File: src/rtl/core/crsa_pkg.sv
// shared types, codes and defaults for the contiguous ring string allocator
`default_nettype none

package crsa_pkg;

  // default ring size in bytes
  localparam int DEF_BUFFER_BYTES = 256;

  // fixed field widths
  localparam int KIND_W    = 3;
  localparam int LEN_W     = 8;
  localparam int OFF_W     = 8;
  localparam int CNT_W     = 8;
  localparam int IN_DATA_W  = 16;
  localparam int IN_USER_W  = 3;
  localparam int OUT_DATA_W = 32;
  localparam int OUT_USER_W = 1;

  // request kinds
  typedef enum logic [KIND_W-1:0] {
    KIND_FIT      = 3'd0,
    KIND_PUSH     = 3'd1,
    KIND_DROP_OLD = 3'd2,
    KIND_DROP_NEW = 3'd3,
    KIND_CLEAR    = 3'd4
  } kind_e;

  // result status codes
  localparam logic STATUS_OK  = 1'b0;
  localparam logic STATUS_ERR = 1'b1;

  // controller states
  typedef enum logic {
    ST_IDLE = 1'b0,
    ST_EXEC = 1'b1
  } ctrl_state_e;

  // controller to datapath commands
  typedef struct packed {
    logic capture;  // latch the incoming request word
    logic commit;   // update pointers and load the result register
  } ring_cmd_t;

endpackage

`default_nettype wire

File: src/rtl/core/crsa_ctrl.sv
// request sequencer and output valid tracking
`default_nettype none

module crsa_ctrl (
  input  wire logic              clk_i,
  input  wire logic              rst_ni,
  input  wire logic              s_axis_tvalid,
  output logic                   s_axis_tready,
  output logic                   m_axis_tvalid,
  input  wire logic              m_axis_tready,
  output crsa_pkg::ring_cmd_t    cmd_o
);
  import crsa_pkg::*;

  ctrl_state_e state_q, state_d;
  logic        out_valid_q, out_valid_d;
  logic        out_free;

  assign out_free = !out_valid_q || m_axis_tready;

  // next state
  always_comb begin
    state_d = state_q;
    case (state_q)
      ST_IDLE: begin
        if (s_axis_tvalid) state_d = ST_EXEC;
      end
      ST_EXEC: begin
        if (out_free) state_d = ST_IDLE;
      end
      default: state_d = ST_IDLE;
    endcase
  end

  // outputs
  always_comb begin
    s_axis_tready = 1'b0;
    cmd_o         = '0;
    case (state_q)
      ST_IDLE: begin
        s_axis_tready = 1'b1;
        cmd_o.capture = s_axis_tvalid;
      end
      ST_EXEC: begin
        cmd_o.commit = out_free;
      end
      default: begin
        s_axis_tready = 1'b0;
      end
    endcase
  end

  // result register holds until taken
  always_comb begin
    out_valid_d = out_valid_q;
    if (cmd_o.commit) out_valid_d = 1'b1;
    else if (m_axis_tready) out_valid_d = 1'b0;
  end

  assign m_axis_tvalid = out_valid_q;

  always_ff @(posedge clk_i or negedge rst_ni) begin
    if (!rst_ni) begin
      state_q     <= ST_IDLE;
      out_valid_q <= 1'b0;
    end else begin
      state_q     <= state_d;
      out_valid_q <= out_valid_d;
    end
  end

`ifndef NO_ASSERTIONS
  a_commit_shows_result: assert property (@(posedge clk_i) disable iff (!rst_ni)
    cmd_o.commit |=> out_valid_q)
    else $error("committed result not presented");
  a_no_overwrite: assert property (@(posedge clk_i) disable iff (!rst_ni)
    (out_valid_q && !m_axis_tready) |-> !cmd_o.commit)
    else $error("pending result overwritten");
  a_capture_to_exec: assert property (@(posedge clk_i) disable iff (!rst_ni)
    cmd_o.capture |=> (state_q == ST_EXEC))
    else $error("captured request not executed");
`endif

endmodule

`default_nettype wire

File: src/rtl/core/crsa_datapath.sv
// pointer registers, fit and drop evaluation, result register
`default_nettype none

module crsa_datapath #(
  parameter int BUFFER_BYTES = crsa_pkg::DEF_BUFFER_BYTES
) (
  input  wire logic                              clk_i,
  input  wire logic                              rst_ni,
  input  wire crsa_pkg::ring_cmd_t               cmd_i,
  input  wire logic [crsa_pkg::IN_DATA_W-1:0]    s_axis_tdata,
  input  wire logic [crsa_pkg::IN_USER_W-1:0]    s_axis_tuser,
  output logic      [crsa_pkg::OUT_DATA_W-1:0]   m_axis_tdata,
  output logic      [crsa_pkg::OUT_USER_W-1:0]   m_axis_tuser
);
  import crsa_pkg::*;

  localparam int PTR_W = $clog2(BUFFER_BYTES) + 1;
  localparam int CW    = ((PTR_W > LEN_W) ? PTR_W : LEN_W) + 2;
  localparam logic [CW-1:0] BUF_SIZE = CW'(BUFFER_BYTES);

  // request register
  kind_e            kind_q;
  logic [LEN_W-1:0] len_q;
  logic [OFF_W-1:0] at_q;

  // ring pointers
  logic [PTR_W-1:0] os_q, os_d, we_q, we_d, re_q, re_d;
  logic [CNT_W-1:0] cnt_q, cnt_d;

  // result register
  logic             status_q, status_d;
  logic [7:0]       place_q, place_d, fitlen_q, fitlen_d;
  logic             fits_q, fits_d, empty_q, empty_d;
  logic [CNT_W-1:0] entries_q;

  // widened operands
  logic [CW-1:0] os_w, we_w, re_w, len_w, len1_w, at_w;
  assign os_w   = CW'(os_q);
  assign we_w   = CW'(we_q);
  assign re_w   = CW'(re_q);
  assign len_w  = CW'(len_q);
  assign len1_w = len_w + CW'(1);
  assign at_w   = CW'(at_q);

  logic ring_empty;
  assign ring_empty = (os_q == we_q) && (cnt_q == '0);

  // fit search
  logic [CW-1:0] gap, low_raw, low, high_room, high_raw, high;
  logic [CW-1:0] fit_place, fit_len;
  logic          fit_ok, fit_full;

  assign gap       = os_w - CW'(1) - we_w;
  assign low_raw   = (os_w < len1_w) ? os_w : len1_w;
  assign low       = (low_raw != '0) ? low_raw - CW'(1) : '0;
  assign high_room = BUF_SIZE - we_w;
  assign high_raw  = (we_w <= BUF_SIZE) ? ((high_room < len1_w) ? high_room : len1_w) : '0;
  assign high      = (high_raw != '0) ? high_raw - CW'(1) : '0;

  always_comb begin
    fit_ok    = 1'b1;
    fit_place = '0;
    fit_len   = '0;
    if (len_q == '0 || we_w > re_w) begin
      fit_ok = 1'b0;
    end else if (ring_empty) begin
      if (len_w >= BUF_SIZE) begin
        fit_ok = 1'b0;
      end else begin
        fit_place = os_w;
        fit_len   = len_w;
      end
    end else if (os_w > we_w) begin
      fit_place = we_w;
      fit_len   = (gap < len_w) ? gap : len_w;
    end else if (os_w < we_w) begin
      if (high == len_w || high >= low) begin
        fit_place = we_w;
        fit_len   = high;
      end else begin
        fit_place = '0;
        fit_len   = low;
      end
    end
  end

  assign fit_full = fit_ok && (fit_len == len_w);

  // push end
  logic [CW-1:0] push_end;
  assign push_end = fit_place + len1_w;

  // drop oldest
  logic [CW-1:0] old_next;
  logic          old_pre_ok;
  assign old_next   = os_w + len1_w;
  assign old_pre_ok = (at_w == os_w) && !ring_empty && (cnt_q != '0) && (os_w < re_w)
                      && (we_w <= re_w) && (len_q != '0) && (old_next <= re_w);

  // drop newest
  logic [CW-1:0]    new_top;
  logic             new_ok;
  logic [CNT_W-1:0] cnt_dec;
  logic [PTR_W-1:0] dn_we, dn_re;
  logic             dn_wrap, dn_clear;
  assign new_top  = at_w + len1_w;
  assign cnt_dec  = cnt_q - CNT_W'(1);
  assign new_ok   = (len_q != '0) && !ring_empty && (cnt_q != '0) && (new_top == we_w)
                    && (os_w < re_w) && (we_w <= re_w);
  // entry at offset zero below the oldest: write end returns to the upper region end
  assign dn_wrap  = (at_q == '0) && !((os_q == '0) && (cnt_dec == '0));
  assign dn_we    = dn_wrap ? re_q : PTR_W'(at_w);
  assign dn_re    = (!dn_wrap && (os_w <= at_w)) ? PTR_W'(at_w) : re_q;
  assign dn_clear = (os_q == dn_we) && (cnt_dec == '0);

  always_comb begin
    os_d     = os_q;
    we_d     = we_q;
    re_d     = re_q;
    cnt_d    = cnt_q;
    status_d = STATUS_ERR;
    place_d  = '0;
    fitlen_d = '0;
    fits_d   = 1'b0;
    case (kind_q)
      KIND_FIT: begin
        if (fit_ok) begin
          status_d = STATUS_OK;
          place_d  = fit_place[7:0];
          fitlen_d = fit_len[7:0];
          fits_d   = fit_full;
        end
      end
      KIND_PUSH: begin
        if (fit_full && cnt_q != {CNT_W{1'b1}}) begin
          status_d = STATUS_OK;
          place_d  = fit_place[7:0];
          fitlen_d = fit_len[7:0];
          fits_d   = 1'b1;
          cnt_d    = cnt_q + CNT_W'(1);
          we_d     = PTR_W'(push_end);
          if (push_end > re_w) re_d = PTR_W'(push_end);
        end
      end
      KIND_DROP_OLD: begin
        if (old_pre_ok) begin
          if (old_next < re_w) begin
            status_d = STATUS_OK;
            os_d     = PTR_W'(old_next);
            cnt_d    = cnt_dec;
          end else if (!(we_w == re_w && cnt_q != CNT_W'(1))) begin
            // upper region exhausted: oldest moves to the low region
            status_d = STATUS_OK;
            cnt_d    = cnt_dec;
            os_d     = '0;
            if (we_w == re_w) begin
              we_d = '0;
              re_d = '0;
            end else begin
              re_d = we_q;
            end
          end
        end
      end
      KIND_DROP_NEW: begin
        if (new_ok) begin
          status_d = STATUS_OK;
          cnt_d    = cnt_dec;
          if (dn_clear) begin
            os_d = '0;
            we_d = '0;
            re_d = '0;
          end else begin
            we_d = dn_we;
            re_d = dn_re;
          end
        end
      end
      KIND_CLEAR: begin
        status_d = STATUS_OK;
        os_d     = '0;
        we_d     = '0;
        re_d     = '0;
        cnt_d    = '0;
      end
      default: begin
        status_d = STATUS_ERR;
      end
    endcase
  end

  assign empty_d = (os_d == we_d) && (cnt_d == '0);

  always_ff @(posedge clk_i or negedge rst_ni) begin
    if (!rst_ni) begin
      os_q  <= '0;
      we_q  <= '0;
      re_q  <= '0;
      cnt_q <= '0;
    end else if (cmd_i.commit) begin
      os_q  <= os_d;
      we_q  <= we_d;
      re_q  <= re_d;
      cnt_q <= cnt_d;
    end
  end

  always_ff @(posedge clk_i) begin
    if (cmd_i.capture) begin
      kind_q <= kind_e'(s_axis_tuser);
      len_q  <= s_axis_tdata[LEN_W-1:0];
      at_q   <= s_axis_tdata[LEN_W+OFF_W-1:LEN_W];
    end
    if (cmd_i.commit) begin
      status_q  <= status_d;
      place_q   <= place_d;
      fitlen_q  <= fitlen_d;
      fits_q    <= fits_d;
      entries_q <= cnt_d;
      empty_q   <= empty_d;
    end
  end

  assign m_axis_tuser = status_q;
  assign m_axis_tdata = {6'd0, empty_q, entries_q, fits_q, fitlen_q, place_q};

`ifndef NO_ASSERTIONS
  a_error_keeps_state: assert property (@(posedge clk_i) disable iff (!rst_ni)
    (cmd_i.commit && status_d == STATUS_ERR) |=>
      (os_q == $past(os_q) && we_q == $past(we_q) && re_q == $past(re_q)
       && cnt_q == $past(cnt_q)))
    else $error("rejected request changed the ring state");
  a_count_step: assert property (@(posedge clk_i) disable iff (!rst_ni)
    cmd_i.commit |=> (cnt_q == $past(cnt_q) || cnt_q == $past(cnt_q) + CNT_W'(1)
                      || cnt_q == $past(cnt_q) - CNT_W'(1) || cnt_q == '0))
    else $error("entry count moved by more than one");
  a_idle_holds: assert property (@(posedge clk_i) disable iff (!rst_ni)
    !cmd_i.commit |=> ($stable(os_q) && $stable(we_q) && $stable(re_q) && $stable(cnt_q)))
    else $error("ring state changed without a commit");
`endif

endmodule

`default_nettype wire

File: src/rtl/core/contiguous_ring_string_allocator.sv
// top level of the contiguous ring string allocator
// an accepted request word is latched in the request register; its result is then loaded into the result register
// a new request is accepted only after the previous one has been committed to the result register
// a finished result waits in the output register while the next request is taken
// reset (rst_ni low, asynchronous) empties the ring: all pointers and the count go to zero
// no clearing pass is needed after reset; the first request can be taken at once
`default_nettype none

module contiguous_ring_string_allocator #(
  parameter int BUFFER_BYTES = crsa_pkg::DEF_BUFFER_BYTES  // ring size in bytes, 4 to 256
) (
  input  wire logic                              clk_i,
  input  wire logic                              rst_ni,
  // request side
  input  wire logic                              s_axis_tvalid,
  output logic                                   s_axis_tready,
  input  wire logic [crsa_pkg::IN_DATA_W-1:0]    s_axis_tdata,  // length[7:0], offset[15:8]
  input  wire logic [crsa_pkg::IN_USER_W-1:0]    s_axis_tuser,  // kind[2:0]
  // result side
  output logic                                   m_axis_tvalid,
  input  wire logic                              m_axis_tready,
  output logic      [crsa_pkg::OUT_DATA_W-1:0]   m_axis_tdata,  // place[7:0], fit_length[15:8],
                                                                // fits[16], entries[24:17],
                                                                // is_empty[25], zero[31:26]
  output logic      [crsa_pkg::OUT_USER_W-1:0]   m_axis_tuser   // status[0]
);
  import crsa_pkg::*;

  // command word from the sequencer to the pointer datapath
  ring_cmd_t cmd;

  // sequencer: takes a request word in idle, commits it once the result register is free
  crsa_ctrl u_ctrl (
    .clk_i         (clk_i),
    .rst_ni        (rst_ni),
    .s_axis_tvalid (s_axis_tvalid),
    .s_axis_tready (s_axis_tready),
    .m_axis_tvalid (m_axis_tvalid),
    .m_axis_tready (m_axis_tready),
    .cmd_o         (cmd)
  );

  // datapath: pointer registers, fit search, drop checks and the result register
  crsa_datapath #(
    .BUFFER_BYTES (BUFFER_BYTES)
  ) u_datapath (
    .clk_i        (clk_i),
    .rst_ni       (rst_ni),
    .cmd_i        (cmd),
    .s_axis_tdata (s_axis_tdata),
    .s_axis_tuser (s_axis_tuser),
    .m_axis_tdata (m_axis_tdata),
    .m_axis_tuser (m_axis_tuser)
  );

endmodule

`default_nettype wire
File: config.mk
export PLATFORM = sky130hd
export DESIGN_NAME = contiguous_ring_string_allocator
export DESIGN_NICKNAME = d
export VERILOG_FILES = /design/src/rtl/core/crsa_pkg.sv /design/src/rtl/core/crsa_ctrl.sv /design/src/rtl/core/crsa_datapath.sv /design/src/rtl/core/contiguous_ring_string_allocator.sv
export SDC_FILE = /design/constraint.sdc
export NUM_CORES = 1
export LEC_CHECK = 0
export ABC_AREA = 0
export BUFFER_PORTS_ARGS = -buffer_cell sky130_fd_sc_hd__buf_2
export CORE_ASPECT_RATIO = 0.9
export CORE_MARGIN = 1
export CORE_UTILIZATION = 64
export DETAILED_ROUTE_END_ITERATION = 7
export GPL_ROUTABILITY_DRIVEN = 0
export PLACE_DENSITY_LB_ADDON = 0.08
export SLEW_MARGIN = 30
export SYNTH_ARGS = -nofsm -noshare
export SYNTH_HDL_FRONTEND = slang
export SYNTH_SLANG_ARGS = --single-unit
File: constraint.sdc
create_clock -name clk_i -period 13.7 [get_ports clk_i]
set_input_delay 1.37 -clock clk_i [delete_from_list [all_inputs] [get_ports clk_i]]
set_output_delay 1.37 -clock clk_i [all_outputs]
set_load 0.02 [all_outputs]
==> flow_summary.json <==
{
  "status": "finished with violations",
  "violations": "design-rule violations",
  "htreeDepth": 3,
  "syn_area_per_cell_um2": 7.97,
  "tightestPinTransition_ps": 921,
  "start_util": 0.661,
  "fmaxAchievable_mhz": 85.4,
  "hp-class": "reg -> reg",
  "drc": 25,
  "crit_path_end_kind": "flop",
  "grt-ovfl-total": 0,
  "drv_cap": 0,
  "yosysWarningCount": 0,
  "syn_inst": 1352,
  "cp.arrival_ps": 11970,
  "synth-seq-cells": 83,
  "setup_tns_ps": 0,
  "wl_per_cell_um": 23.6,
  "clock_latency_ps": 350,
  "cp.required_ps": 13960,
  "setup_violations": 0,
  "cts_resized": 0,
  "grt_max_degree": 38,
  "drt-initial-drc-count": 1905,
  "grt_setup_unrepaired": "no",
  "area.growth.synth_to_final_pct": 6.37,
  "wirelength_um": 37300,
  "drive_gt1_frac": 0.0948,
  "dpl.hpwl_um": 28100,
  "post_cts_buffers": 0,
  "path_class": "reg -> reg",
  "io_pins": 58,
  "cts-root-buf": "clkbuf_16",
  "synthArstFlopShare": 0.446,
  "nNetsFinal": 1522,
  "antenna_found_initial": 1,
  "clk_pin_slew_ps": 70,
  "postCtsHoldBufs": 0,
  "report.final.slew_viol_count": 0,
  "numClockSinks": 83,
  "syn_area_mm2": 0.0108,
  "dr_total_vias": 11300,
  "synth_edf_count": 46,
  "num_rows": 44,
  "final-hold-violation-count": 0,
  "cpMaxStageDelayCell": "nand4_1",
  "cts_tree": "yes",
  "timing.slew.headroom": 0.386,
  "start_kind": "flop",
  "post-route-min-period_ps": 11710,
  "clockBufferDepth": 2,
  "vias_per_cell": 7.16,
  "dieArea_mm2": 0.0174,
  "synth_ff_type": "edfxtp_1",
  "skew_ps": 9.42,
  "grt_pass1_wl_um": 57300,
  "coreArea_mm2": 0.0163,
  "placed_area_mm2": 0.0111,
  "cp_max_fo": 14,
  "finalInstanceArea_mm2": 0.0115,
  "diodes": 0,
  "period_share": 0.855,
  "slowest_delay_ps": 590,
  "die_w_um": 139,
  "numCtsBuffers": 9,
  "ant_nets": 0,
  "grt_use_total": 0.427,
  "crit_top_cell": "ha_1",
  "ys_seq_area_frac": 0.214,
  "die_h_um": 125,
  "drt-pass1-iter-count": 8,
  "grt_pass1_vias": 10400,
  "io_buffer_count": 51,
  "synth.distinct_cells": 98
}
## logic make-up (layout without fill, tap and decap cells)
logic type,Yosys count,after routing,share of synthesized area
flip-flops,83,83,0.214
XOR/XNOR,72,72,0.0592
AO/OA/AOI/OAI,426,426,0.272
AND/OR/NAND/NOR,447,447,0.209
multiplexers,27,27,0.0255
adder cells (fa/ha/maj),133,133,0.157
buffers and inverters,162,176,0.0620
other,2,7,0.000697
## per-stage QoR
step                 util  hold WS (ps)  worst slack [ps]  instances
floorplan               -           506              3830       1357
global placement    0.684           485              2960       1562
detailed placement  0.684           498              2420       1562
CTS                 0.703           515              2350       1578
global route        0.704           569              1080       1578
finish              0.704           510              1990       1578
## cells in the final DEF (no fill, tap or decap), types with 18 or more instances in the layout
master	n
ha_1	129
nand2_1	108
nor2_1	107
a21oi_1	99
inv_1	90
o21ai_0	87
xnor2_1	54
buf_2	50
edfxtp_1	46
nand3_1	38
nor3_1	38
dfrtp_1	37
nand2b_1	27
a21o_1	25
mux2i_1	23
buf_4	19
nand4_1	18
a22oi_1	18
## worst max-delay path: cells and delay by family, from the launching register on
family / cells / cell delay [ps]
AOI/OAI and AO/OA: 24 / 4490
buffers and inverters: 4 / 430
muxes: 1 / 330
adders and majority gates: 8 / 2490
DFF: 1 / 570
xor gates and xnor gates: 1 / 410
and+or+nand+nor: 13 / 2870
## per-layer routing
| metal | vias to the layer above | global-route usage | part of all wire |
|---|---|---|---|
| met5 | - | 0.0360 | 0.0025 |
| met4 | 4 | 0.163 | 0.042 |
| met3 | 147 | 0.175 | 0.16 |
| met2 | 878 | 0.598 | 0.39 |
| met1 | 5220 | 0.579 | 0.41 |
| li1 | 5052 | - | - |
## sequential cells by signal, indices dropped and copies added, names as in the netlist, 3 cells and up
signal	flops
u_datapath.entries_q	8
u_datapath.we_q	9
u_datapath.place_q	8
u_datapath.len_q	8
u_datapath.at_q	8
u_datapath.kind_q	3
u_datapath.re_q	9
u_datapath.cnt_q	8
u_datapath.os_q	9
u_datapath.fitlen_q	8
## cell usage after synthesis (9+ instances only)
| cell | n | area, µm² |
|---|---|---|
| nor2b_1 | 17 | 106 |
| nor4_1 | 16 | 100 |
| or3_1 | 12 | 75.1 |
| edfxtp_1 | 46 | 1380 |
| o21bai_1 | 13 | 97.6 |
| nand3_1 | 38 | 190 |
| and3_1 | 15 | 93.8 |
| clkbuf_1 | 48 | 180 |
| o21ai_0 | 87 | 435 |
| o211ai_1 | 17 | 128 |
| a211oi_1 | 17 | 128 |
| a21oi_1 | 99 | 495 |
| nand2b_1 | 27 | 169 |
| a21o_1 | 25 | 188 |
| o21a_1 | 14 | 105 |
| buf_4 | 11 | 82.6 |
| xor2_1 | 17 | 149 |
| nor3_1 | 38 | 190 |
| ha_1 | 129 | 1610 |
| inv_1 | 90 | 338 |
| nor2_1 | 107 | 402 |
| xnor2_1 | 54 | 473 |
| a31oi_1 | 14 | 87.6 |
| a22oi_1 | 18 | 135 |
| nand4_1 | 18 | 113 |
| nand2_1 | 108 | 405 |
| mux2i_1 | 23 | 230 |
| and2_1 | 12 | 75.1 |
| buf_2 | 9 | 45.0 |
| dfrtp_1 | 37 | 926 |
## path summary, 6_finish.rpt
check / from / end / slack, ps / cells past startpoint
max: u_datapath.we_q[1] / u_datapath.re_q[4] / 1990 / 51
min: u_ctrl.m_axis_tvalid / u_ctrl.m_axis_tvalid / 510 / 2
max reg2reg: u_datapath.we_q[1] / u_datapath.re_q[4] / 1990 / 51
min reg2reg: u_ctrl.m_axis_tvalid / u_ctrl.m_axis_tvalid / 510 / 2
max in group asynchronous: rst_ni / u_datapath.re_q[4] / 12340 / 1
min in group asynchronous: rst_ni / u_datapath.cnt_q[5] / 990 / 1
## cell type report
cell class	count	area, µm²
repair buffers	69	393
fillers	1332	4830
well taps	207	259
flip-flops and latches	83	2310
clock inverters	7	81.3
inverters	91	342
multi-input cells	1112	7860
clock buffers	9	225
Power is not shown: default switching activity piles up to over one toggle a cycle in this logic, so the estimate is an artifact.
